### src/hw/rtl/wcs_pkg.sv
// Shared constants and types for the wavelet coefficient shrinkage block.
package wcs_pkg;

   localparam int DATA_WIDTH_DEFAULT = 32;

   localparam logic [1:0] MODE_HARD     = 2'd0;
   localparam logic [1:0] MODE_SOFT     = 2'd1;
   localparam logic [1:0] MODE_SEMISOFT = 2'd2;
   localparam logic [1:0] MODE_SCAD     = 2'd3;
   localparam logic [1:0] RULE_RESET    = MODE_SOFT;

   localparam logic [1:0] KIND_DIRECT = 2'd0;
   localparam logic [1:0] KIND_SQRT   = 2'd1;
   localparam logic [1:0] KIND_DIV    = 2'd2;

   // SCAD with a = 37/10: bands split at 2*lambda and a*lambda.
   localparam int SCAD_BAND_MUL = 2;
   localparam int SCAD_A_NUM    = 37;
   localparam int SCAD_A_DEN    = 10;
   localparam int SCAD_AM1_NUM  = 27;
   localparam int SCAD_AM2_NUM  = 17;
   localparam int DIV_REM_W     = $clog2(SCAD_AM2_NUM);

   typedef struct packed {
      logic       valid;
      logic       neg;
      logic [1:0] kind;
   } wcs_ctl_type;

endpackage

### src/hw/rtl/wcs_out_buf.sv
// Sign restore, response register and skid register that decouples the pipeline from the sink.
module wcs_out_buf import wcs_pkg::*; #(
   parameter int DATA_WIDTH = DATA_WIDTH_DEFAULT
) (
   input  logic                  clock,
   input  logic                  reset,
   input  wcs_ctl_type           ctl_in,
   input  logic [DATA_WIDTH-2:0] mag_in,
   output logic                  en,
   output logic                  rsp_valid,
   input  logic                  rsp_ready,
   output logic [DATA_WIDTH-1:0] rsp_shrunk
);

   localparam int W = DATA_WIDTH;

   logic         rsp_valid_ff, rsp_valid_in;
   logic [W-1:0] rsp_data_ff, rsp_data_in;
   logic         skid_valid_ff, skid_valid_in;
   logic [W-1:0] skid_data_ff, skid_data_in;
   logic [W-1:0] value;
   logic         take, incoming;

   assign value    = ctl_in.neg ? (W'(0) - {1'b0, mag_in}) : {1'b0, mag_in};
   assign en       = !skid_valid_ff;
   assign take     = rsp_valid_ff && rsp_ready;
   assign incoming = en && ctl_in.valid;

   always_comb begin
      rsp_valid_in  = rsp_valid_ff;
      rsp_data_in   = rsp_data_ff;
      skid_valid_in = skid_valid_ff;
      skid_data_in  = skid_data_ff;
      if (skid_valid_ff) begin
         if (take) begin
            rsp_data_in   = skid_data_ff;
            skid_valid_in = 1'b0;
         end
      end else if (incoming) begin
         if (!rsp_valid_ff || take) begin
            rsp_valid_in = 1'b1;
            rsp_data_in  = value;
         end else begin
            skid_valid_in = 1'b1;
            skid_data_in  = value;
         end
      end else if (take) begin
         rsp_valid_in = 1'b0;
      end
   end

   always_ff @(posedge clock) begin
      if (reset) begin
         rsp_valid_ff  <= 1'b0;
         skid_valid_ff <= 1'b0;
      end else begin
         rsp_valid_ff  <= rsp_valid_in;
         skid_valid_ff <= skid_valid_in;
      end
   end

   always_ff @(posedge clock) begin
      rsp_data_ff  <= rsp_data_in;
      skid_data_ff <= skid_data_in;
   end

   assign rsp_valid  = rsp_valid_ff;
   assign rsp_shrunk = rsp_data_ff;

endmodule

### config.mk
export PLATFORM = sky130hd
export DESIGN_NAME = wcs_out_buf
export DESIGN_NICKNAME = d
export VERILOG_FILES = /design/src/hw/rtl/wcs_pkg.sv /design/src/hw/rtl/wcs_out_buf.sv
export SDC_FILE = /design/constraint.sdc
export NUM_CORES = 1
export LEC_CHECK = 0
export BUFFER_PORTS_ARGS = -buffer_cell sky130_fd_sc_hd__buf_2
export CORE_MARGIN = 1.5
export CORE_UTILIZATION = 28
export CTS_CLUSTER_DIAMETER = 50
export CTS_CLUSTER_SIZE = 10
export DETAILED_ROUTE_END_ITERATION = 10
export PLACE_DENSITY = 0.49
export SYNTH_ARGS = -nofsm -noshare
export SYNTH_HDL_FRONTEND = slang
export SYNTH_SLANG_ARGS = --single-unit
### constraint.sdc
create_clock -name clock -period 3.9 [get_ports clock]
set_input_delay 0 -clock clock [delete_from_list [all_inputs] [get_ports clock]]
set_output_delay 0 -clock clock [all_outputs]
set_load 0.01 [all_outputs]
==> key figures <==
Drt
  • Post-route ant nets: 0
  • Drt drc: 0
  • DR vias/cell: 5.083
  • Drt first pass iters: 4
  • Iter 0 DRT Violations: 204
  • Routed WL per cell: 17.00 µm
  • Total wire length: 9.675 mm
  • Vias: 2892

Setup path
  • Critical path fanouts, max: 10
  • CP top delay family: simple AND/OR/NAND/NOR gates
  • Crit. path cell count: 6
  • Crit-path cells: dlygate4sd3_1 > buf_2 > or4_1 > or4_1 > o41a_1 > mux2_4
  • Crit end category: register
  • Buf+Inv Stages, Crit Path: 2
  • Slowest cell delay on critical path: 0.67 ns
  • Crit path kind: primary input to register
  • Crit path max-delay cell type: or4_1
  • R2R cell count: 5
  • CP required: 3.98 ns
  • CP Data Arrival Time: 2.61 ns
  • Startpoint type of the worst setup path: primary input
  • CP startpoint: mag_in[0]
  • Crit-path most repeated cell: or4_1
  • R2r setup slk: 1.85 ns
  • Reg-to-Reg Start: skid_valid_ff$_SDFF_PP0_

Global route
  • Vias in the first global route: 2856
  • Pin count of the biggest net entering global routing: 48
  • Gr usage total: 0.1421
  • Overflow after GRT: 0
  • Initial antenna violation count: 1
  • Global-route wire length before repair: 15.30 mm

Yosys
  • Post-synth top area cell: edfxtp_1
  • Seq/Total Area, Yosys: 0.5319
  • Post-synth top cells: edfxtp_1 (64), o21ai_0 (25), xnor2_1 (25), clkbuf_1 (21), nor3_1 (18)
  • Distinct cell type count after synthesis: 48
  • Synth warn: 0
  • Main synth FF type: edfxtp_1
  • Post-synth EDFFs: 64
  • Compound-Gate Fraction of Synth Area: 0.1133
  • Mux cell area share after synthesis: 0.04953
  • Synthesized flop and latch total: 66
  • Adder-cell share of the synthesized area: 0.003392
  • Cell with the most instances after synthesis: edfxtp_1
  • Share of synthesized registers carrying an async set or reset: 0
  • Largest family of logic cells by synthesized area: simple AND/OR/NAND/NOR gates
  • Synth Net Count: 368
  • XOR/XNOR Fraction of Synth Area: 0.06649
  • Simple-gate portion of the synthesized area: 0.2012
  • Area share of the largest cell type after synthesis: 0.5210
  • Post-Syn Instances: 329
  • Syn avg cell area: 11.21 µm²
  • Area contributors post-synth: edfxtp_1 (52%), xnor2_1 (5.9%), mux2_2 (4.3%), o21ai_0 (3.4%), nor3_1 (2.4%)
  • Synth Cell Area: 0.003689 mm²

Clocking
  • CTS Buffer Depth: 2
  • Buffer count from post-CTS setup fixing: 0
  • TritonCTS Buffers: 9
  • Clock latency on the worst-skew pair: 0.33 ns
  • Clock root buffer: clkbuf_16
  • CTS tree: built
  • Worst-path clk slew: 0.06 ns
  • Clk sinks: 66
  • Max H-tree Level: 3

STA
  • Final-report hold violation count: 0
  • Slew Viols, Final: 0
  • Slew @ Worst Pin: 0.9258 ns
  • Fmax: 394.0 MHz
  • Fin crit period: 2.538 ns
  • Unrepaired setup endpoints after global routing: false
  • Relative slew slack: 0.3777
  • Final WS setup: 1.362 ns
  • Setup TNS: 0 ns
  • Setup-failing EPs final: 0
  • Clk_skew: 0.005082 ns
  • Post-route clock period utilization: 0.6508

Floorplan
  • IO Pins: 72
  • Die H: 117.8 µm
  • Die ar.: 0.01387 mm²
  • Initial Util: 0.2899
  • Row count: 41
  • DIE WIDTH: 117.8 µm
  • Core area: 0.01272 mm²

Placed design
  • GP Congestion: 0.7239
  • Detailed placer's ending HPWL: 6.059 mm
  • IO Port Bufs: 69
  • Dpl ws: 1.467 ns

Finish
  • Area growth, synth to finish: 24.02%
  • Area of the multi-input gates: 0.001612 mm²
  • Ratio of cells with drive above 1 in the final layout: 0.3023
  • Ant diodes: 0
  • # fillers: 1306
  • Fin nets: 431
  • Register area: 0.001962 mm²

Power
  • Cell Pwr Density: 444.4 mW/mm²
  • Power consumption: 2.033 mW
  • Peak VDD IR: 0.0002501 V
  • P_leak: 1.606 nW

Worst hold path
  • Hold Crit Depth: 2
  • Worst hold path type: primary input to register
  • Hold_sp: mag_in[29]

Outcome
  • Outcome: finished, final reports clean

Job
  • Total of max-cap violations: 0
## stage by stage
stage | hold slack, ns | std cells | util | cell area, µm²
2_1_floorplan | 0.06907 | 329 | - | 3689
3_3_place_gp | 0.1753 | 550 | 0.3305 | 4205
3_5_place_dp | 0.1832 | 550 | 0.3305 | 4205
4_1_cts | 0.005134 | 569 | 0.3596 | 4574
5_1_grt | 0.02534 | 569 | 0.3596 | 4574
6_report | 0.02040 | 569 | 0.3596 | 4574
## path summary, 6_finish.rpt
check,endpoint
worst max-delay path,rsp_shrunk[31]$_DFFE_PP_
worst max register to register,rsp_shrunk[27]$_DFFE_PP_
worst min-delay path,skid_data_ff[29]$_DFFE_PP_
worst min register to register,skid_valid_ff$_SDFF_PP0_
## power breakdown
| part | internal, mW | switching, mW | leakage, nW |
|---|---|---|---|
| combinational | 0.112 | 0.158 | 0.825 |
| clock | 0.611 | 0.298 | 0.165 |
| sequential | 0.842 | 0.0115 | 0.616 |
## cells by family (layout without fill, tap and decap cells)
group           Yosys count  count (layout)
simple gates            119             119
compound gates           66              66
flops                    66              66
buf+inv                  33             101
xor+xnor                 28              28
mux                      16              16
fa+ha+maj                 1               1
## state kept, by name, summed over array words and instances (netlist names)
signal	flops
skid_data_ff	32
skid_valid_ff	1
rsp_valid	1
rsp_shrunk	32
## final cells by class
| cell class | instances | share of cell area |
|---|---|---|
| Inverter | 7 | 0.005744 |
| Multi-Input combinational cell | 230 | 0.3523 |
| Clock inverter | 4 | 0.01586 |
| Clock buffer | 12 | 0.05826 |
| Sequential cell | 66 | 0.4289 |
| Tap cell | 172 | 0.04705 |
| Timing Repair Buffer | 78 | 0.09190 |
## cell usage in the layout (no fill, tap or decap), drive strengths merged, types with 8 or more instances in the layout
cell type  netlist  final
and3            14     14
xnor2           25     25
o21ai           25     25
nand3           17     17
or4              8      8
nand2           13     13
mux2            15     15
edfxtp          64     64
clkbuf          21     12
buf              5     75
nor3            18     18
a21oi           13     13
or4b             9      9
o31ai           11     11
## routing by layer
metal  part of all wire  global-route usage
met2               0.46              0.2292
met5             0.0013                   0
met3              0.059             0.04021
met4              0.012             0.04954
met1               0.46              0.1824
## worst register-to-register path, cell delays in order (launching register included)
cell and delay, ns:
dfxtp_1 0.33, buf_4 0.40, nand2b_1 0.23, nor2_1 0.08, a222oi_1 0.29, or3b_2 0.46
## repair_timing
item	CTS	global route
gates resized for setup	0	0
hold buffers	3	0
endpoints found under the hold margin	3	0
(Power assumes the default switching activity.)
