==> src/hw/rtl/wcs_pkg.sv <==
// Shared constants and types for the wavelet coefficient shrinkage block.
package wcs_pkg;

   localparam int DATA_WIDTH_DEFAULT = 32;

   localparam logic [1:0] MODE_HARD     = 2'd0;
   localparam logic [1:0] MODE_SOFT     = 2'd1;
   localparam logic [1:0] MODE_SEMISOFT = 2'd2;
   localparam logic [1:0] MODE_SCAD     = 2'd3;
   localparam logic [1:0] RULE_RESET    = MODE_SOFT;

   localparam logic [1:0] KIND_DIRECT = 2'd0;
   localparam logic [1:0] KIND_SQRT   = 2'd1;
   localparam logic [1:0] KIND_DIV    = 2'd2;

   // SCAD with a = 37/10: bands split at 2*lambda and a*lambda.
   localparam int SCAD_BAND_MUL = 2;
   localparam int SCAD_A_NUM    = 37;
   localparam int SCAD_A_DEN    = 10;
   localparam int SCAD_AM1_NUM  = 27;
   localparam int SCAD_AM2_NUM  = 17;
   localparam int DIV_REM_W     = $clog2(SCAD_AM2_NUM);

   typedef struct packed {
      logic       valid;
      logic       neg;
      logic [1:0] kind;
   } wcs_ctl_type;

endpackage

==> src/hw/rtl/wcs_prep.sv <==
// Front stages: magnitude, rule selection, SCAD bands and the semisoft radicand product or SCAD dividend.
module wcs_prep import wcs_pkg::*; #(
   parameter int DATA_WIDTH = DATA_WIDTH_DEFAULT
) (
   input  logic                  clock,
   input  logic                  reset,
   input  logic                  en,
   input  logic                  in_valid,
   input  logic [DATA_WIDTH-1:0] in_coefficient,
   input  logic [DATA_WIDTH-2:0] in_threshold,
   input  logic [1:0]            rule_mode,
   output wcs_ctl_type           out_ctl,
   output logic [2*DATA_WIDTH-3:0] out_rad,
   output logic [DATA_WIDTH-2:0] out_val
);

   localparam int W     = DATA_WIDTH;
   localparam int MW    = W - 1;
   localparam int RADW  = 2 * W - 2;
   localparam int H     = W / 2;
   localparam int DHI   = MW - H;
   localparam int SHI   = W - H;
   localparam int P11W  = DHI + SHI;
   localparam int M27W  = W + 4;
   localparam int L37W  = W + 5;
   localparam int M10W  = W + 3;

   // Stage 1: captured request.
   logic          s1_valid_ff;
   logic [W-1:0]  s1_x_ff;
   logic [MW-1:0] s1_lam_ff;

   // Stage 2: saturated magnitude.
   logic          s2_valid_ff, s2_neg_ff;
   logic [MW-1:0] s2_m_ff, s2_lam_ff;
   logic [W-1:0]  abs_x;
   logic [MW-1:0] s2_m_in;

   // Stage 3: sums, differences and scaled terms.
   logic            s3_valid_ff, s3_neg_ff;
   logic [MW-1:0]   s3_m_ff;
   logic [W-1:0]    s3_diff_ff, s3_sum_ff, s3_l2_ff;
   logic [M27W-1:0] s3_m27_ff;
   logic [L37W-1:0] s3_l37_ff;
   logic [M10W-1:0] s3_m10_ff;
   logic [W-1:0]    s3_diff_in, s3_sum_in, s3_l2_in;
   logic [M27W-1:0] s3_m27_in;
   logic [L37W-1:0] s3_l37_in;
   logic [M10W-1:0] s3_m10_in;

   // Stage 4: rule decision and partial products.
   wcs_ctl_type     s4_ctl_ff, s4_ctl_in;
   logic [MW-1:0]   s4_val_ff, s4_val_in;
   logic [M27W-1:0] s4_num_ff, s4_num_in;
   logic [2*H-1:0]  s4_p00_ff, s4_p00_in;
   logic [W-1:0]    s4_p01_ff, s4_p01_in;
   logic [MW-1:0]   s4_p10_ff, s4_p10_in;
   logic [P11W-1:0] s4_p11_ff, s4_p11_in;
   logic [L37W-1:0] num_wide;
   logic            below;

   // Stage 5: middle partial products summed.
   wcs_ctl_type     s5_ctl_ff;
   logic [MW-1:0]   s5_val_ff;
   logic [M27W-1:0] s5_num_ff;
   logic [2*H-1:0]  s5_p00_ff;
   logic [W:0]      s5_mid_ff, s5_mid_in;
   logic [P11W-1:0] s5_p11_ff;

   // Stage 6: radicand or dividend.
   wcs_ctl_type     s6_ctl_ff;
   logic [MW-1:0]   s6_val_ff;
   logic [RADW-1:0] s6_rad_ff, s6_rad_in;

   assign abs_x   = s1_x_ff[W-1] ? (~s1_x_ff + W'(1)) : s1_x_ff;
   assign s2_m_in = abs_x[W-1] ? {MW{1'b1}} : abs_x[MW-1:0];

   assign s3_diff_in = {1'b0, s2_m_ff} - {1'b0, s2_lam_ff};
   assign s3_sum_in  = {1'b0, s2_m_ff} + {1'b0, s2_lam_ff};
   assign s3_l2_in   = W'(s2_lam_ff) * W'(SCAD_BAND_MUL);
   assign s3_m27_in  = M27W'(s2_m_ff) * M27W'(SCAD_AM1_NUM);
   assign s3_l37_in  = L37W'(s2_lam_ff) * L37W'(SCAD_A_NUM);
   assign s3_m10_in  = M10W'(s2_m_ff) * M10W'(SCAD_A_DEN);

   assign below     = s3_diff_ff[W-1];
   assign num_wide  = L37W'(s3_m27_ff) - s3_l37_ff;
   assign s4_num_in = num_wide[M27W-1:0];
   assign s4_p00_in = (2*H)'(s3_diff_ff[H-1:0]) * (2*H)'(s3_sum_ff[H-1:0]);
   assign s4_p01_in = W'(s3_diff_ff[H-1:0]) * W'(s3_sum_ff[W-1:H]);
   assign s4_p10_in = MW'(s3_diff_ff[MW-1:H]) * MW'(s3_sum_ff[H-1:0]);
   assign s4_p11_in = P11W'(s3_diff_ff[MW-1:H]) * P11W'(s3_sum_ff[W-1:H]);

   always_comb begin
      s4_ctl_in.valid = s3_valid_ff;
      s4_ctl_in.neg   = s3_neg_ff;
      s4_ctl_in.kind  = KIND_DIRECT;
      s4_val_in       = '0;
      if (!below) begin
         case (rule_mode)
            MODE_HARD: begin
               s4_val_in = s3_m_ff;
            end
            MODE_SOFT: begin
               s4_val_in = s3_diff_ff[MW-1:0];
            end
            MODE_SEMISOFT: begin
               s4_ctl_in.kind = KIND_SQRT;
            end
            MODE_SCAD: begin
               if (W'(s3_m_ff) <= s3_l2_ff) begin
                  s4_val_in = s3_diff_ff[MW-1:0];
               end else if (L37W'(s3_m10_ff) <= s3_l37_ff) begin
                  s4_ctl_in.kind = KIND_DIV;
               end else begin
                  s4_val_in = s3_m_ff;
               end
            end
            default: begin
               s4_val_in = s3_m_ff;
            end
         endcase
      end
   end

   assign s5_mid_in = (W+1)'(s4_p01_ff) + (W+1)'(s4_p10_ff);

   always_comb begin
      if (s5_ctl_ff.kind == KIND_SQRT) begin
         s6_rad_in = RADW'({s5_p11_ff, s5_p00_ff}) + RADW'({s5_mid_ff, {H{1'b0}}});
      end else begin
         s6_rad_in = RADW'(s5_num_ff);
      end
   end

   always_ff @(posedge clock) begin
      if (reset) begin
         s1_valid_ff <= 1'b0;
         s2_valid_ff <= 1'b0;
         s3_valid_ff <= 1'b0;
         s4_ctl_ff   <= '0;
         s5_ctl_ff   <= '0;
         s6_ctl_ff   <= '0;
      end else if (en) begin
         s1_valid_ff <= in_valid;
         s2_valid_ff <= s1_valid_ff;
         s3_valid_ff <= s2_valid_ff;
         s4_ctl_ff   <= s4_ctl_in;
         s5_ctl_ff   <= s4_ctl_ff;
         s6_ctl_ff   <= s5_ctl_ff;
      end
   end

   always_ff @(posedge clock) begin
      if (en) begin
         s1_x_ff         <= in_coefficient;
         s1_lam_ff       <= in_threshold;
         s2_neg_ff       <= s1_x_ff[W-1];
         s2_m_ff         <= s2_m_in;
         s2_lam_ff       <= s1_lam_ff;
         s3_neg_ff       <= s2_neg_ff;
         s3_m_ff         <= s2_m_ff;
         s3_diff_ff      <= s3_diff_in;
         s3_sum_ff       <= s3_sum_in;
         s3_l2_ff        <= s3_l2_in;
         s3_m27_ff       <= s3_m27_in;
         s3_l37_ff       <= s3_l37_in;
         s3_m10_ff       <= s3_m10_in;
         s4_val_ff       <= s4_val_in;
         s4_num_ff       <= s4_num_in;
         s4_p00_ff       <= s4_p00_in;
         s4_p01_ff       <= s4_p01_in;
         s4_p10_ff       <= s4_p10_in;
         s4_p11_ff       <= s4_p11_in;
         s5_val_ff       <= s4_val_ff;
         s5_num_ff       <= s4_num_ff;
         s5_p00_ff       <= s4_p00_ff;
         s5_mid_ff       <= s5_mid_in;
         s5_p11_ff       <= s4_p11_ff;
         s6_val_ff       <= s5_val_ff;
         s6_rad_ff       <= s6_rad_in;
      end
   end

   assign out_ctl = s6_ctl_ff;
   assign out_rad = s6_rad_ff;
   assign out_val = s6_val_ff;

endmodule

==> config.mk <==
export PLATFORM = sky130hd
export DESIGN_NAME = wcs_prep
export DESIGN_NICKNAME = d
export VERILOG_FILES = /design/src/hw/rtl/wcs_pkg.sv /design/src/hw/rtl/wcs_prep.sv
export SDC_FILE = /design/constraint.sdc
export NUM_CORES = 2
export LEC_CHECK = 0
export BUFFER_PORTS_ARGS = -buffer_cell sky130_fd_sc_hd__buf_4
export CORE_MARGIN = 5
export CORE_UTILIZATION = 40
export CTS_CLUSTER_SIZE = 25
export DETAILED_ROUTE_END_ITERATION = 6
export SKIP_LAST_GASP = 1
export SYNTH_ARGS = -nofsm -noshare
export SYNTH_HDL_FRONTEND = slang
export SYNTH_SLANG_ARGS = --single-unit
==> constraint.sdc <==
create_clock -name clock -period 7.9 [get_ports clock]
set_clock_uncertainty 0.15 [all_clocks]
set_input_delay 1.58 -clock clock [delete_from_list [all_inputs] [get_ports clock]]
set_output_delay 1.58 -clock clock [all_outputs]
set_load 0.05 [all_outputs]
==> reports/results.tsv <==
stage	metric	value	unit
run_status	status	finished clean	
synthesis	synth-main-ff-cell	edfxtp_1	
worst_setup_path	crit_path_start_kind	flop	
synthesis	yosys_warnings	0	
synthesis	synth_cell_types	80	
clock_network	ctsHoldBuffers	0	
sta	period_share	0.953	
worst_setup_path	worstRegToRegCells	21	
worst_setup_path	r2r_end	s4_p11_ff[29]	
grt	grt_pass1_vias	54300	
placed_design	port-buffer-count	165	
sta	slew_violations	0	
sta	clock.fmax	133	MHz
route	top_layer_used	met4	
clock_network	clock-sinks	816	
synthesis	synthCells	7338	
worst_hold_path	min_path_type	reg -> reg	
die	die_y	448	µm
die	row_count	160	
clock_network	htree_num_levels	3	
sta	tightestPinTransition	1.34	ns
synthesis	synth-seq-cells	816	
synthesis	yosysSeqAreaShare	0.317	
final_layout	drive_gt1_frac	0.0613	
final_layout	fill_cells	17900	
synthesis	syn_area	0.0768	mm²
sta	relSlewSlack	0.0980	
job	maxCapViolations	0	
placed_design	place_worst_setup_slack	0.551	ns
die	core	0.191	mm²
route	viasPerCell	5.13	
clock_network	root_buffer	clkbuf_16	
placed_design	place.gp.congestion	0.914	
final_layout	design.final.nets	9205	
clock_network	cts_inserted_buffers	97	
clock_network	cts_tree	yes	
route	drc	0	
die	initial_core_util	0.403	
route	vias	51500	
grt	grt_usage	0.191	
worst_setup_path	crit_required	8.20	ns
route	ant_nets	0	
grt	overflow	0	
synthesis	synthesis.nets	9085	
worst_setup_path	crit_arrival	7.82	ns
clock_network	ctsResizeCount	0	
worst_setup_path	worstSetupPathType	reg -> reg	
final_layout	syn_to_final_growth	10.1	%
clock_network	postCtsSetupRepairBufs	0	
grt	grt_max_degree	169	
worst_setup_path	critPathCapture	s4_p11_ff[29]	
route	drt_iter0_markers	2888	
clock_network	cts_buffer_depth	3	
route	wl_met2	88400	µm
sta	fin_crit	7.53	ns
sta	fin_ws	0.374	ns
synthesis	synth-edff-count	801	
sta	finalHoldViolCount	0	
worst_setup_path	startpoint	s3_sum_ff[26]	
placed_design	dp_hpwl	150000	µm
sta	setup_tns	0	ns
clock_network	insertion_delay	0.76	ns
die	io_pins	166	
route	firstDrtPassIters	5	
die	die_area	0.201	mm²
sta	setup_viol	0	
worst_setup_path	r2r_start	s3_sum_ff[26]	
sta	rsz0062_at_grt	no	
synthesis	async_flop_share	0	
route	met1_length	83100	µm
die	die_w	448	µm
route	wl_per_cell	18.8	µm
clock_network	clk_pin_slew	0.06	ns
worst_setup_path	reg2reg_slack	0.37	ns
route	drt_wl_total	189000	µm
route	wl_met3	11900	µm
synthesis	synth_area_per_cell	10.5	µm²
grt	grt_pass1_wl	299000	µm
worst_setup_path	cp-end-kind	flop	
worst_setup_path	cp_max_fo	24	
grt	antenna_found_initial	11	
==> worst max-delay path, stage by stage (launching register included) <==
cell and delay (ns):
edfxtp_1 1.13, nand2_1 0.20, fa_1 0.53, fa_1 0.55
inv_1 0.06, fa_1 0.48, fa_1 0.50, fa_1 0.49
inv_1 0.05, fa_1 0.47, inv_1 0.05, ha_1 0.35
a21o_1 0.18, a21oi_1 0.23, o21ai_0 0.15, o21ai_0 0.43
a21boi_0 0.25, o211a_1 0.28, o21a_1 0.19, o21a_1 0.19
o22a_1 0.17, xnor2_1 0.13
==> area by class of cell <==
type	instances	area (µm²)	share of cell area
tap	2511	3140	0.0372
clock buffer	116	2530	0.0299
timing repair buffer	274	2140	0.0253
inverter	1328	4980	0.0590
antenna	3	7.51	0.0000889
clock inverter	63	842	0.00997
multi-input combinational	4941	46500	0.550
sequential	816	24400	0.288
==> registers in the layout, summed over array words and instances (netlist names), 31 cells and up <==
register    cells
s4_p01_ff      32
s2_m_ff        31
s3_l37_ff      37
s5_mid_ff      33
s5_p00_ff      32
s4_num_ff      36
out_rad        62
s3_diff_ff     32
s4_p10_ff      31
out_val        31
s3_m_ff        31
s5_val_ff      31
s3_m27_ff      35
s4_p00_ff      32
s3_sum_ff      31
s5_num_ff      36
s2_lam_ff      31
s1_lam_ff      31
s4_val_ff      31
s1_x_ff        32
s3_m10_ff      32
==> layout by cell type, fill, tap and decap left out, types with 12 or more instances in the layout <==
cell type and instances:
a211oi_1 42, a21o_1 158, a21oi_1 301, a22o_1 31, a31oi_1 39, and2_1 515
and3_1 25, buf_4 267, bufinv_16 14, clkbuf_1 17, clkbuf_16 98, clkinv_2 13
dfxtp_1 15, edfxtp_1 801, fa_1 835, ha_1 843, inv_1 1328, mux2i_1 16
nand2_1 758, nand2b_1 44, nand3_1 76, nand4_1 32, nor2_1 207, nor2b_1 47
nor3_1 51, o211ai_1 15, o21a_1 43, o21ai_0 174, o21bai_1 56, o31a_1 14
o31ai_1 42, o41ai_1 12, or3_1 28, or4_1 13, xnor2_1 231, xor2_1 129
==> worst min path at each step <==
| stage | start | to | slack [ns] | cells past startpoint |
|---|---|---|---|---|
| floorplan | s5_val_ff[0] | out_val[0] | 0.25 | 0 |
| global placement | s4_num_ff[19] | s5_num_ff[19] | 0.25 | 0 |
| detailed placement | s5_val_ff[3] | out_val[3] | 0.25 | 0 |
| CTS | s4_p11_ff[4] | s5_p11_ff[4] | 0.25 | 0 |
| global route | s4_p11_ff[4] | s5_p11_ff[4] | 0.26 | 0 |
| finish | s4_p11_ff[4] | s5_p11_ff[4] | 0.25 | 0 |
==> per-layer routing <==
layer / up-vias / global-route usage
li1: 24300 / -
met5: - / 0
met4: 0 / 0.0599
met1: 25600 / 0.254
met2: 1357 / 0.319
met3: 277 / 0.0328
==> cell families (layout without fill, tap and decap cells) <==
logic type,after synthesis,after routing,synth area share
multiplexers,17,17,0.00223
flip-flops,816,816,0.317
other,0,3,0
AND/OR/NAND/NOR,1849,1849,0.119
XOR/XNOR,360,360,0.0411
buffers and inverters,1581,1781,0.0775
AO/OA/AOI/OAI,1037,1037,0.0881
adder cells (fa/ha/maj),1678,1678,0.355
==> through the flow <==
| step | area, µm² | hold WS (ns) | util | std cells |
|---|---|---|---|---|
| 2_1_floorplan | 76800 | 0.250 | - | 7338 |
| 3_3_place_gp | 81100 | 0.251 | 0.426 | 9870 |
| 3_5_place_dp | 81100 | 0.255 | 0.426 | 9870 |
| 4_1_cts | 84500 | 0.250 | 0.443 | 10000 |
| 5_1_grt | 84500 | 0.264 | 0.443 | 10100 |
| 6_report | 84500 | 0.250 | 0.443 | 10100 |
==> cell usage after synthesis (45+ instances only) <==
cell type / instances / area share
nor3_1: 51 / 0.0033
inv_1: 1328 / 0.065
a21o_1: 158 / 0.015
xor2_1: 129 / 0.015
clkbuf_1: 246 / 0.012
and2_1: 515 / 0.042
nand2_1: 758 / 0.037
a21oi_1: 301 / 0.020
fa_1: 835 / 0.22
nand3_1: 76 / 0.0050
nor2b_1: 49 / 0.0040
ha_1: 843 / 0.14
edfxtp_1: 801 / 0.31
nand2b_1: 45 / 0.0037
o21bai_1: 56 / 0.0055
nor2_1: 207 / 0.010
o21ai_0: 174 / 0.011
xnor2_1: 231 / 0.026
Power is not shown: default switching activity piles up to over one toggle a cycle in this logic, so the estimate is an artifact.
