## src/hw/rtl/wcs_pkg.sv

```systemverilog
// Shared constants and types for the wavelet coefficient shrinkage block.
package wcs_pkg;

   localparam int DATA_WIDTH_DEFAULT = 32;

   localparam logic [1:0] MODE_HARD     = 2'd0;
   localparam logic [1:0] MODE_SOFT     = 2'd1;
   localparam logic [1:0] MODE_SEMISOFT = 2'd2;
   localparam logic [1:0] MODE_SCAD     = 2'd3;
   localparam logic [1:0] RULE_RESET    = MODE_SOFT;

   localparam logic [1:0] KIND_DIRECT = 2'd0;
   localparam logic [1:0] KIND_SQRT   = 2'd1;
   localparam logic [1:0] KIND_DIV    = 2'd2;

   // SCAD with a = 37/10: bands split at 2*lambda and a*lambda.
   localparam int SCAD_BAND_MUL = 2;
   localparam int SCAD_A_NUM    = 37;
   localparam int SCAD_A_DEN    = 10;
   localparam int SCAD_AM1_NUM  = 27;
   localparam int SCAD_AM2_NUM  = 17;
   localparam int DIV_REM_W     = $clog2(SCAD_AM2_NUM);

   typedef struct packed {
      logic       valid;
      logic       neg;
      logic [1:0] kind;
   } wcs_ctl_type;

endpackage

```

## src/hw/rtl/wcs_iter_stage.sv

```systemverilog
// One pipeline step: a square root bit or two quotient bits of the divide by 17, or a direct value passed on.
module wcs_iter_stage import wcs_pkg::*; #(
   parameter int DATA_WIDTH = DATA_WIDTH_DEFAULT
) (
   input  logic                   clock,
   input  logic                   reset,
   input  logic                   en,
   input  wcs_ctl_type            ctl_in,
   input  logic [2*DATA_WIDTH-3:0] rad_in,
   input  logic [DATA_WIDTH+1:0]  rem_in,
   input  logic [DATA_WIDTH-2:0]  root_in,
   input  logic [DIV_REM_W-1:0]   drem_in,
   output wcs_ctl_type            ctl_out,
   output logic [2*DATA_WIDTH-3:0] rad_out,
   output logic [DATA_WIDTH+1:0]  rem_out,
   output logic [DATA_WIDTH-2:0]  root_out,
   output logic [DIV_REM_W-1:0]   drem_out
);

   localparam int MW   = DATA_WIDTH - 1;
   localparam int RADW = 2 * DATA_WIDTH - 2;
   localparam int RW   = DATA_WIDTH + 2;
   localparam int TW   = DIV_REM_W + 1;

   wcs_ctl_type          ctl_ff;
   logic [RADW-1:0]      rad_ff, rad_step_in;
   logic [RW-1:0]        rem_ff, rem_step_in;
   logic [MW-1:0]        root_ff, root_step_in;
   logic [DIV_REM_W-1:0] drem_ff, drem_step_in;

   logic [1:0]           pair;
   logic [RW-1:0]        rem_sh, trial;
   logic                 root_bit;
   logic [TW-1:0]        t1, t2;
   logic                 q1, q2;
   logic [DIV_REM_W-1:0] d1, d2;

   assign pair        = rad_in[RADW-1 -: 2];
   assign rad_step_in = {rad_in[RADW-3:0], 2'b00};

   assign rem_sh   = {rem_in[RW-3:0], pair};
   assign trial    = RW'({root_in, 2'b01});
   assign root_bit = rem_sh >= trial;

   assign t1 = {drem_in, pair[1]};
   assign q1 = t1 >= TW'(SCAD_AM2_NUM);
   assign d1 = q1 ? DIV_REM_W'(t1 - TW'(SCAD_AM2_NUM)) : t1[DIV_REM_W-1:0];
   assign t2 = {d1, pair[0]};
   assign q2 = t2 >= TW'(SCAD_AM2_NUM);
   assign d2 = q2 ? DIV_REM_W'(t2 - TW'(SCAD_AM2_NUM)) : t2[DIV_REM_W-1:0];

   always_comb begin
      rem_step_in  = rem_in;
      root_step_in = root_in;
      drem_step_in = drem_in;
      case (ctl_in.kind)
         KIND_SQRT: begin
            rem_step_in  = root_bit ? (rem_sh - trial) : rem_sh;
            root_step_in = {root_in[MW-2:0], root_bit};
         end
         KIND_DIV: begin
            drem_step_in = d2;
            root_step_in = {root_in[MW-3:0], q1, q2};
         end
         default: begin
            root_step_in = root_in;
         end
      endcase
   end

   always_ff @(posedge clock) begin
      if (reset) begin
         ctl_ff <= '0;
      end else if (en) begin
         ctl_ff <= ctl_in;
      end
   end

   always_ff @(posedge clock) begin
      if (en) begin
         rad_ff  <= rad_step_in;
         rem_ff  <= rem_step_in;
         root_ff <= root_step_in;
         drem_ff <= drem_step_in;
      end
   end

   assign ctl_out  = ctl_ff;
   assign rad_out  = rad_ff;
   assign rem_out  = rem_ff;
   assign root_out = root_ff;
   assign drem_out = drem_ff;

endmodule

```

## config.mk

```make
export PLATFORM = sky130hd
export DESIGN_NAME = wcs_iter_stage
export DESIGN_NICKNAME = d
export VERILOG_FILES = /design/src/hw/rtl/wcs_pkg.sv /design/src/hw/rtl/wcs_iter_stage.sv
export SDC_FILE = /design/constraint.sdc
export NUM_CORES = 1
export LEC_CHECK = 0
export BUFFER_PORTS_ARGS = -buffer_cell sky130_fd_sc_hd__buf_2
export CAP_MARGIN = 20
export CORE_MARGIN = 2
export CORE_UTILIZATION = 54
export DETAILED_ROUTE_END_ITERATION = 8
export GPL_TIMING_DRIVEN = 0
export PLACE_DENSITY = 0.95
export REMOVE_ABC_BUFFERS = 1
export SYNTH_ARGS = -nofsm -noshare
export SYNTH_HDL_FRONTEND = slang
export SYNTH_SLANG_ARGS = --single-unit
```

## constraint.sdc

```tcl
create_clock -name clock -period 7.65 [get_ports clock]
set_input_delay 0.3825 -clock clock [delete_from_list [all_inputs] [get_ports clock]]
set_output_delay 0.3825 -clock clock [all_outputs]
set_load 0.01 [all_outputs]
```

==> results of run 1 <==
==> routing by layer <==
metal,share of wire (%),up-vias,track usage (%)
met1,37,3156,33.8
met4,3.5,0,13.2
met2,51,366,50.3
li1,-,3110,-
met5,0,-,0
met3,7.7,55,6.74
==> critical path: stages <==
cell	delay, ns
buf_2	0.10
inv_1	0.06
ha_1	0.41
nand3_1	0.12
a21oi_1	0.24
o311ai_2	0.15
a21oi_2	0.26
nor3_4	0.10
a2111oi_2	0.34
or2_2	0.79
nand2_1	0.40
o21ai_0	0.38
==> state kept, by name, indices dropped and copies added (netlist names) <==
name	cells
rad_out	60
rem_out	34
root_out	31
drem_out	5
ctl_out	4
==> worst max-delay path by stage <==
stage | to | cells after the start
6_report | rem_out[26] | 12
5_1_grt | rem_out[26] | 12
4_1_cts | rem_out[26] | 12
3_5_place_dp | rem_out[27] | 12
3_3_place_gp | rem_out[31] | 6
2_1_floorplan | rem_out[10] | 11
==> power groups by stage <==
stage,clock [mW],sequential (mW),combinational (mW)
after floorplan,0,0.962,0.232
after global placement,0,0.921,0.444
after detailed placement,0,0.924,0.465
after CTS,0.892,0.910,0.469
after global routing,0.922,0.916,0.518
final,0.882,0.910,0.475
==> logic make-up (layout without fill, tap and decap cells) <==
logic type      after synthesis  count (layout)
flops                       134             134
xor+xnor                     33              33
mux                          30              30
compound gates              205             205
buf+inv                      85             353
other cells                   1               3
fa+ha+maj                    39              39
simple gates                161             161
==> layout by cell type (no fill, tap or decap), types with 4 or more instances in the layout <==
master       n
buf_2      271
edfxtp_1   130
a21oi_1     83
nor2_1      53
inv_1       47
nand2_1     43
ha_1        37
a221oi_1    30
mux2i_1     27
o21ai_0     26
xnor2_1     19
clkbuf_16   17
xor2_1      14
a21o_1      12
nand3_1     11
nand4_1     11
a31oi_1     10
nor3_1       8
nand2b_1     6
o21bai_1     6
a2bb2oi_1    6
a211oi_1     5
and3_1       4
a211o_1      4
and2_1       4
bufinv_16    4
dfxtp_1      4
==> layout make-up <==
type                            count  area [µm²]
Inverter                           47         176
Fill cell                         994        4110
Sequential cell                   134        3980
Timing Repair Buffer              274        1420
Multi-Input combinational cell    470        3220
Antenna cell                        1        2.50
Clock buffer                       18         439
Tap cell                          180         225
Clock inverter                     14         198
==> synthesized netlist by cell type (3+ instances only) <==
master | n | area [µm²]
nand2_1 | 43 | 161
nand4_1 | 11 | 68.8
a221oi_1 | 30 | 263
nand3b_1 | 3 | 22.5
a21oi_1 | 83 | 415
a31oi_1 | 10 | 62.6
nor3b_1 | 3 | 22.5
nand2b_1 | 6 | 37.5
and2_1 | 4 | 25.0
nor2_1 | 53 | 199
buf_4 | 3 | 22.5
and3_1 | 4 | 25.0
ha_1 | 39 | 488
buf_2 | 6 | 30.0
a21o_1 | 12 | 90.1
o21ai_0 | 26 | 130
mux2i_1 | 27 | 270
clkbuf_1 | 25 | 93.8
dfxtp_1 | 4 | 80.1
xnor2_1 | 19 | 166
nand3_1 | 11 | 55.1
o21bai_1 | 6 | 45.0
or3_1 | 3 | 18.8
edfxtp_1 | 130 | 3900
mux2_2 | 3 | 33.8
a211oi_1 | 5 | 37.5
nor3_1 | 8 | 40.0
a211o_1 | 4 | 35.0
inv_1 | 47 | 176
xor2_1 | 14 | 123
a2bb2oi_1 | 6 | 52.6
==> per-stage QoR <==
| stage | total power [mW] | hold WS [ns] | cells | utilization [%] |
|---|---|---|---|---|
| 2_1_floorplan | 1.19 | 0.455 | 651 | - |
| 3_3_place_gp | 1.36 | 0.469 | 1103 | 65.0 |
| 3_5_place_dp | 1.39 | 0.488 | 1105 | 65.5 |
| 4_1_cts | 2.27 | 0.118 | 1137 | 70.1 |
| 5_1_grt | 2.36 | 0.117 | 1138 | 70.1 |
| 6_report | 2.27 | 0.132 | 1138 | 70.1 |
==> impl_metrics.ini, run 1 <==
[clock_network]
cts_buffer_depth = 2
cts-root-buf = clkbuf_16
cts_sinks = 134
clock_latency_ns = 0.42
cts_tree = done
htreeDepth = 4
post_cts_buffers = 0
holdBufCountCts = 0
cts_buffers = 17
cts_resized = 0
cts.reportedPaths.clkPinSlew_ns = 0.06

[sta]
finalHoldViolations = 0
worstMarginPinSlew_ns = 0.981
setup_viol = 0
fin_tns_setup_ns = 0
layout_min_cycle_time_ns = 3.54
setup_slack_ns = 4.11
finalMaxSlewViolations = 0
fin_skew_ns = 0
period_share_pct = 46.2
grt_setup_unrepaired = false
max-slew-margin-rel_pct = 34.6
fmax_mhz = 283

[power_and_ir_drop]
intPower_mw = 1.64
combPwrFrac_pct = 20.9
seq_power_share_pct = 40.2
leakagePower_nw = 4.31
power_density_nw_per_um2 = 235
swShare_pct = 27.6
max-vdd-ir-drop_uv = 153
power.switching_mw = 0.627
clockPowerShare_pct = 38.9

[logic_synthesis]
synth_edf_count = 130
synth_top_family_by_area = compound AO/OA/AOI/OAI gates
syn_area_um2 = 7540
synth-seq-cells = 134
avgSynthCellArea_um2 = 11.0
synth_xor_area_share_pct = 3.83
syn_inst = 688
synth_seq_area_share_pct = 52.8
synthDistinctLibCells = 62
ys_async_sr_fraction_pct = 0
yosys.area_share.simple_pct = 10.4
synthMuxAreaShare_pct = 4.03
ys.flop_type = edfxtp_1
yosys_warnings = 0
synth_compound_area_share_pct = 17.7
synthAdderAreaFrac_pct = 6.47

[routing]
ant_nets = 0
avgRoutedWirePerCell_um = 19.3
viasPerCell = 5.88
drc = 0
wirelength_mm = 21.9
vias = 6687
drt_iter0_markers = 599
dr.pass1.iters = 7

[finish]
area_growth_pct = 28.1
drive_above_1_share_pct = 33.4
nets = 1122
final_area_um2 = 9660

[critical_path]
r2r_start = ctl_out[2]
critical_path.startpoint = root_in[3]
required_ns = 7.86
cp.arrival_ns = 3.75
end_kind = register
critPathKind = input port to register
start_kind = input port
path_max_fanout = 31
r2r.worst_path.cells = 2
timing.rr.end = ctl_out[2]
r2r_setup_slack_ns = 7.01

[place]
portBuffers = 272
gp_congestion = 0.905
dpl.hpwl_mm = 15.8
post-place-ws_ns = 3.80
dpl_cell_area_um2 = 9020

[die]
core-area_um2 = 13800
num_rows = 43
pin_count = 275
die-width_um = 122
initial_core_util_pct = 54.7
die_area_um2 = 14900
die_h_um = 122

[job]
drv_cap = 0

[status]
outcome = finished clean

[global_route]
grtUsageTotal_pct = 28.9
grt-ovfl-total = 0
grt_pass1_wl_mm = 32.9
grt_pass1_vias = 6347
grt_antenna_before_repair = 1
grt_max_degree = 93

[worst_hold_path]
hold_path_end = rad_out[44]
min_path_cells = 1
hold_start = rad_in[42]
hp-class = input port to register
Note: power is estimated with default switching activity, not from simulation.
==> run 2: changes to the inputs <==
--- a/config.mk
+++ b/config.mk
@@ -8,10 +8,10 @@
 export BUFFER_PORTS_ARGS = -buffer_cell sky130_fd_sc_hd__buf_2
 export CAP_MARGIN = 20
 export CORE_MARGIN = 2
-export CORE_UTILIZATION = 54
+export CORE_UTILIZATION = 50
 export DETAILED_ROUTE_END_ITERATION = 8
 export GPL_TIMING_DRIVEN = 0
-export PLACE_DENSITY = 0.95
+export PLACE_DENSITY = 0.92
 export REMOVE_ABC_BUFFERS = 1
 export SYNTH_ARGS = -nofsm -noshare
 export SYNTH_HDL_FRONTEND = slang
==> constraint.sdc (replaced) <==
create_clock -name clock -period 3.4 [get_ports clock]
set_input_delay 0.17 -clock clock [delete_from_list [all_inputs] [get_ports clock]]
set_output_delay 0.17 -clock clock [all_outputs]
set_load 0.01 [all_outputs]
==> run 2 against run 1 <==
Clock skew stayed put. Final area increased by 5.5%. Highest routed layer unchanged. Register-to-register slack got worse by 4.3 ns. Cell count is 5.6% higher.
==> impl_metrics.ini, run 2 (synthesis results as in run 1) <==
[status]
outcome = finished clean

[power_and_ir_drop]
max-vdd-ir-drop_uv = 311
power_density_nw_per_um2 = 487
leakagePower_nw = 4.52
intPower_mw = 3.50
combPwrFrac_pct = 22.8
p_total_mw = 4.97
swShare_pct = 29.6
clockPowerShare_pct = 35.9
power.switching_mw = 1.47
seq_power_share_pct = 41.3

[sta]
fmax_mhz = 344
grt_setup_unrepaired = false
worstMarginPinSlew_ns = 0.992
setup_viol = 0
holdWs_ns = 0.0203
layout_min_cycle_time_ns = 2.91
finalMaxSlewViolations = 0
fin_skew_ns = 0
max-slew-margin-rel_pct = 33.9
finalHoldViolations = 0
period_share_pct = 85.4

[critical_path]
slowest_delay_ns = 0.55
start_kind = input port
cp.arrival_ns = 3.15
r2r_start = ctl_out[0]
timing.rr.end = ctl_out[0]
cpMaxStageDelayCell = or2_4
r2r.worst_path.cells = 2
path_buf_inv = 2
crit_family = compound AO/OA/AOI/OAI gates
r2r_setup_slack_ns = 2.70
critPathKind = input port to register
end_kind = register
path_max_fanout = 31
required_ns = 3.64
cp.depth = 12
path_cells = buf_2 -> inv_1 -> ha_1 -> nand3_1 -> a21oi_1 -> o311ai_2 -> a21oi_2 -> nor3_4 -> a2111oi_2 -> or2_4 -> nand2_1 -> o21ai_0

[routing]
route.met3.wl_mm = 1.55
drc = 0
wirelength_mm = 23.6
dr.pass1.iters = 6
avgRoutedWirePerCell_um = 19.6
highest_layer = met4
drt-met1-wl_mm = 8.92
vias = 7006
viasPerCell = 5.83
drt_iter0_markers = 530
wl_met2_mm = 12.1
ant_nets = 0

[clock_network]
htreeDepth = 4
clock_latency_ns = 0.42
cts_tree = done
cts.reportedPaths.clkPinSlew_ns = 0.06
post_cts_buffers = 0
cts_buffers = 17
cts-root-buf = clkbuf_16
cts_buffer_depth = 2
cts_sinks = 134

[die]
die_area_um2 = 16100
die_h_um = 127
pin_count = 275
initial_core_util_pct = 51.5
die-width_um = 127
core-area_um2 = 14600
num_rows = 44

[finish]
layout_commonest_cell = buf_2
fin_cells = 1202
mostFrequentLayoutCells = 271 x buf_2, 130 x edfxtp_1, 83 x a21oi_1, 61 x dlygate4sd3_1, 53 x nor2_1
largest_reg_flops = 60
fillers = 1040
n_antenna_cell = 0
area_growth_pct = 35.3
final_util_pct = 69.6
drive_above_1_share_pct = 31.3
nets = 1183

[place]
dpl.hpwl_mm = 15.1
portBuffers = 272
placed_cells = 1109
gp_congestion = 0.895

[global_route]
grt_pass1_wl_mm = 35.8
grt_pass1_vias = 6820
grt-ovfl-total = 0
grt_max_degree = 93
grtUsageTotal_pct = 28.5
grt_antenna_before_repair = 0

[worst_hold_path]
hold_start = ctl_in[3]
min_path_cells = 3
hold_path_end = ctl_out[3]
hp-class = input port to register

[job]
drv_cap = 0
[run 2: power by group through the flow]
stage / logic, mW / clock network [mW] / registers [mW]
2_1_floorplan: 0.522 / 0 / 2.17
3_3_place_gp: 1.01 / 0 / 2.07
3_5_place_dp: 1.04 / 0 / 2.07
4_1_cts: 1.11 / 1.77 / 2.04
5_1_grt: 1.23 / 1.86 / 2.06
6_report: 1.13 / 1.78 / 2.05
[run 2: final cells by class]
class	instances	area, µm²	share of cell area, %
timing repair buffer	335	2030	19.9
clock buffer	18	429	4.21
clock inverter	14	128	1.25
tap	184	230	2.26
sequential	134	3980	39.1
inverter	47	176	1.73
multi-input combinational	470	3220	31.6
[run 2: metrics by stage]
step           setup TNS (ns)  setup WS (ns)  cell area [µm²]
2_1_floorplan               0          0.262             7370
3_3_place_gp           -22.27          -1.00             8960
3_5_place_dp            -1.44         -0.203             9030
4_1_cts                     0          0.201            10200
5_1_grt                     0          0.290            10200
6_report                    0          0.495            10200
[run 2: tightest hold or removal path, stage by stage]
cell and delay, ns:
buf_2 0.08, mux2i_1 0.07, nor2_1 0.08
[run 2: repair_timing]
action / in CTS / in global routing
hold buffers: 61 / 0
gates resized for setup: 0 / 1
setup endpoints to repair: 0 / 2
endpoints found under the hold margin: 64 / 0
[run 2: worst max-delay path by stage]
| stage | start | endpoint | slack, ns |
|---|---|---|---|
| after floorplan | root_in[3] | rem_out[10] | 0.26 |
| after global placement | ctl_in[1] | rem_out[31] | -1.00 |
| after detailed placement | root_in[3] | rem_out[31] | -0.20 |
| after CTS | root_in[3] | rem_out[31] | 0.20 |
| after global routing | root_in[3] | rem_out[31] | 0.29 |
| final | root_in[3] | rem_out[31] | 0.49 |
[run 2: layer usage]
| metal | vias up | GRT usage, % |
|---|---|---|
| met5 | - | 0 |
| met4 | 0 | 14.2 |
| met3 | 75 | 5.65 |
| met2 | 373 | 50.7 |
| met1 | 3325 | 32.9 |
| li1 | 3233 | - |
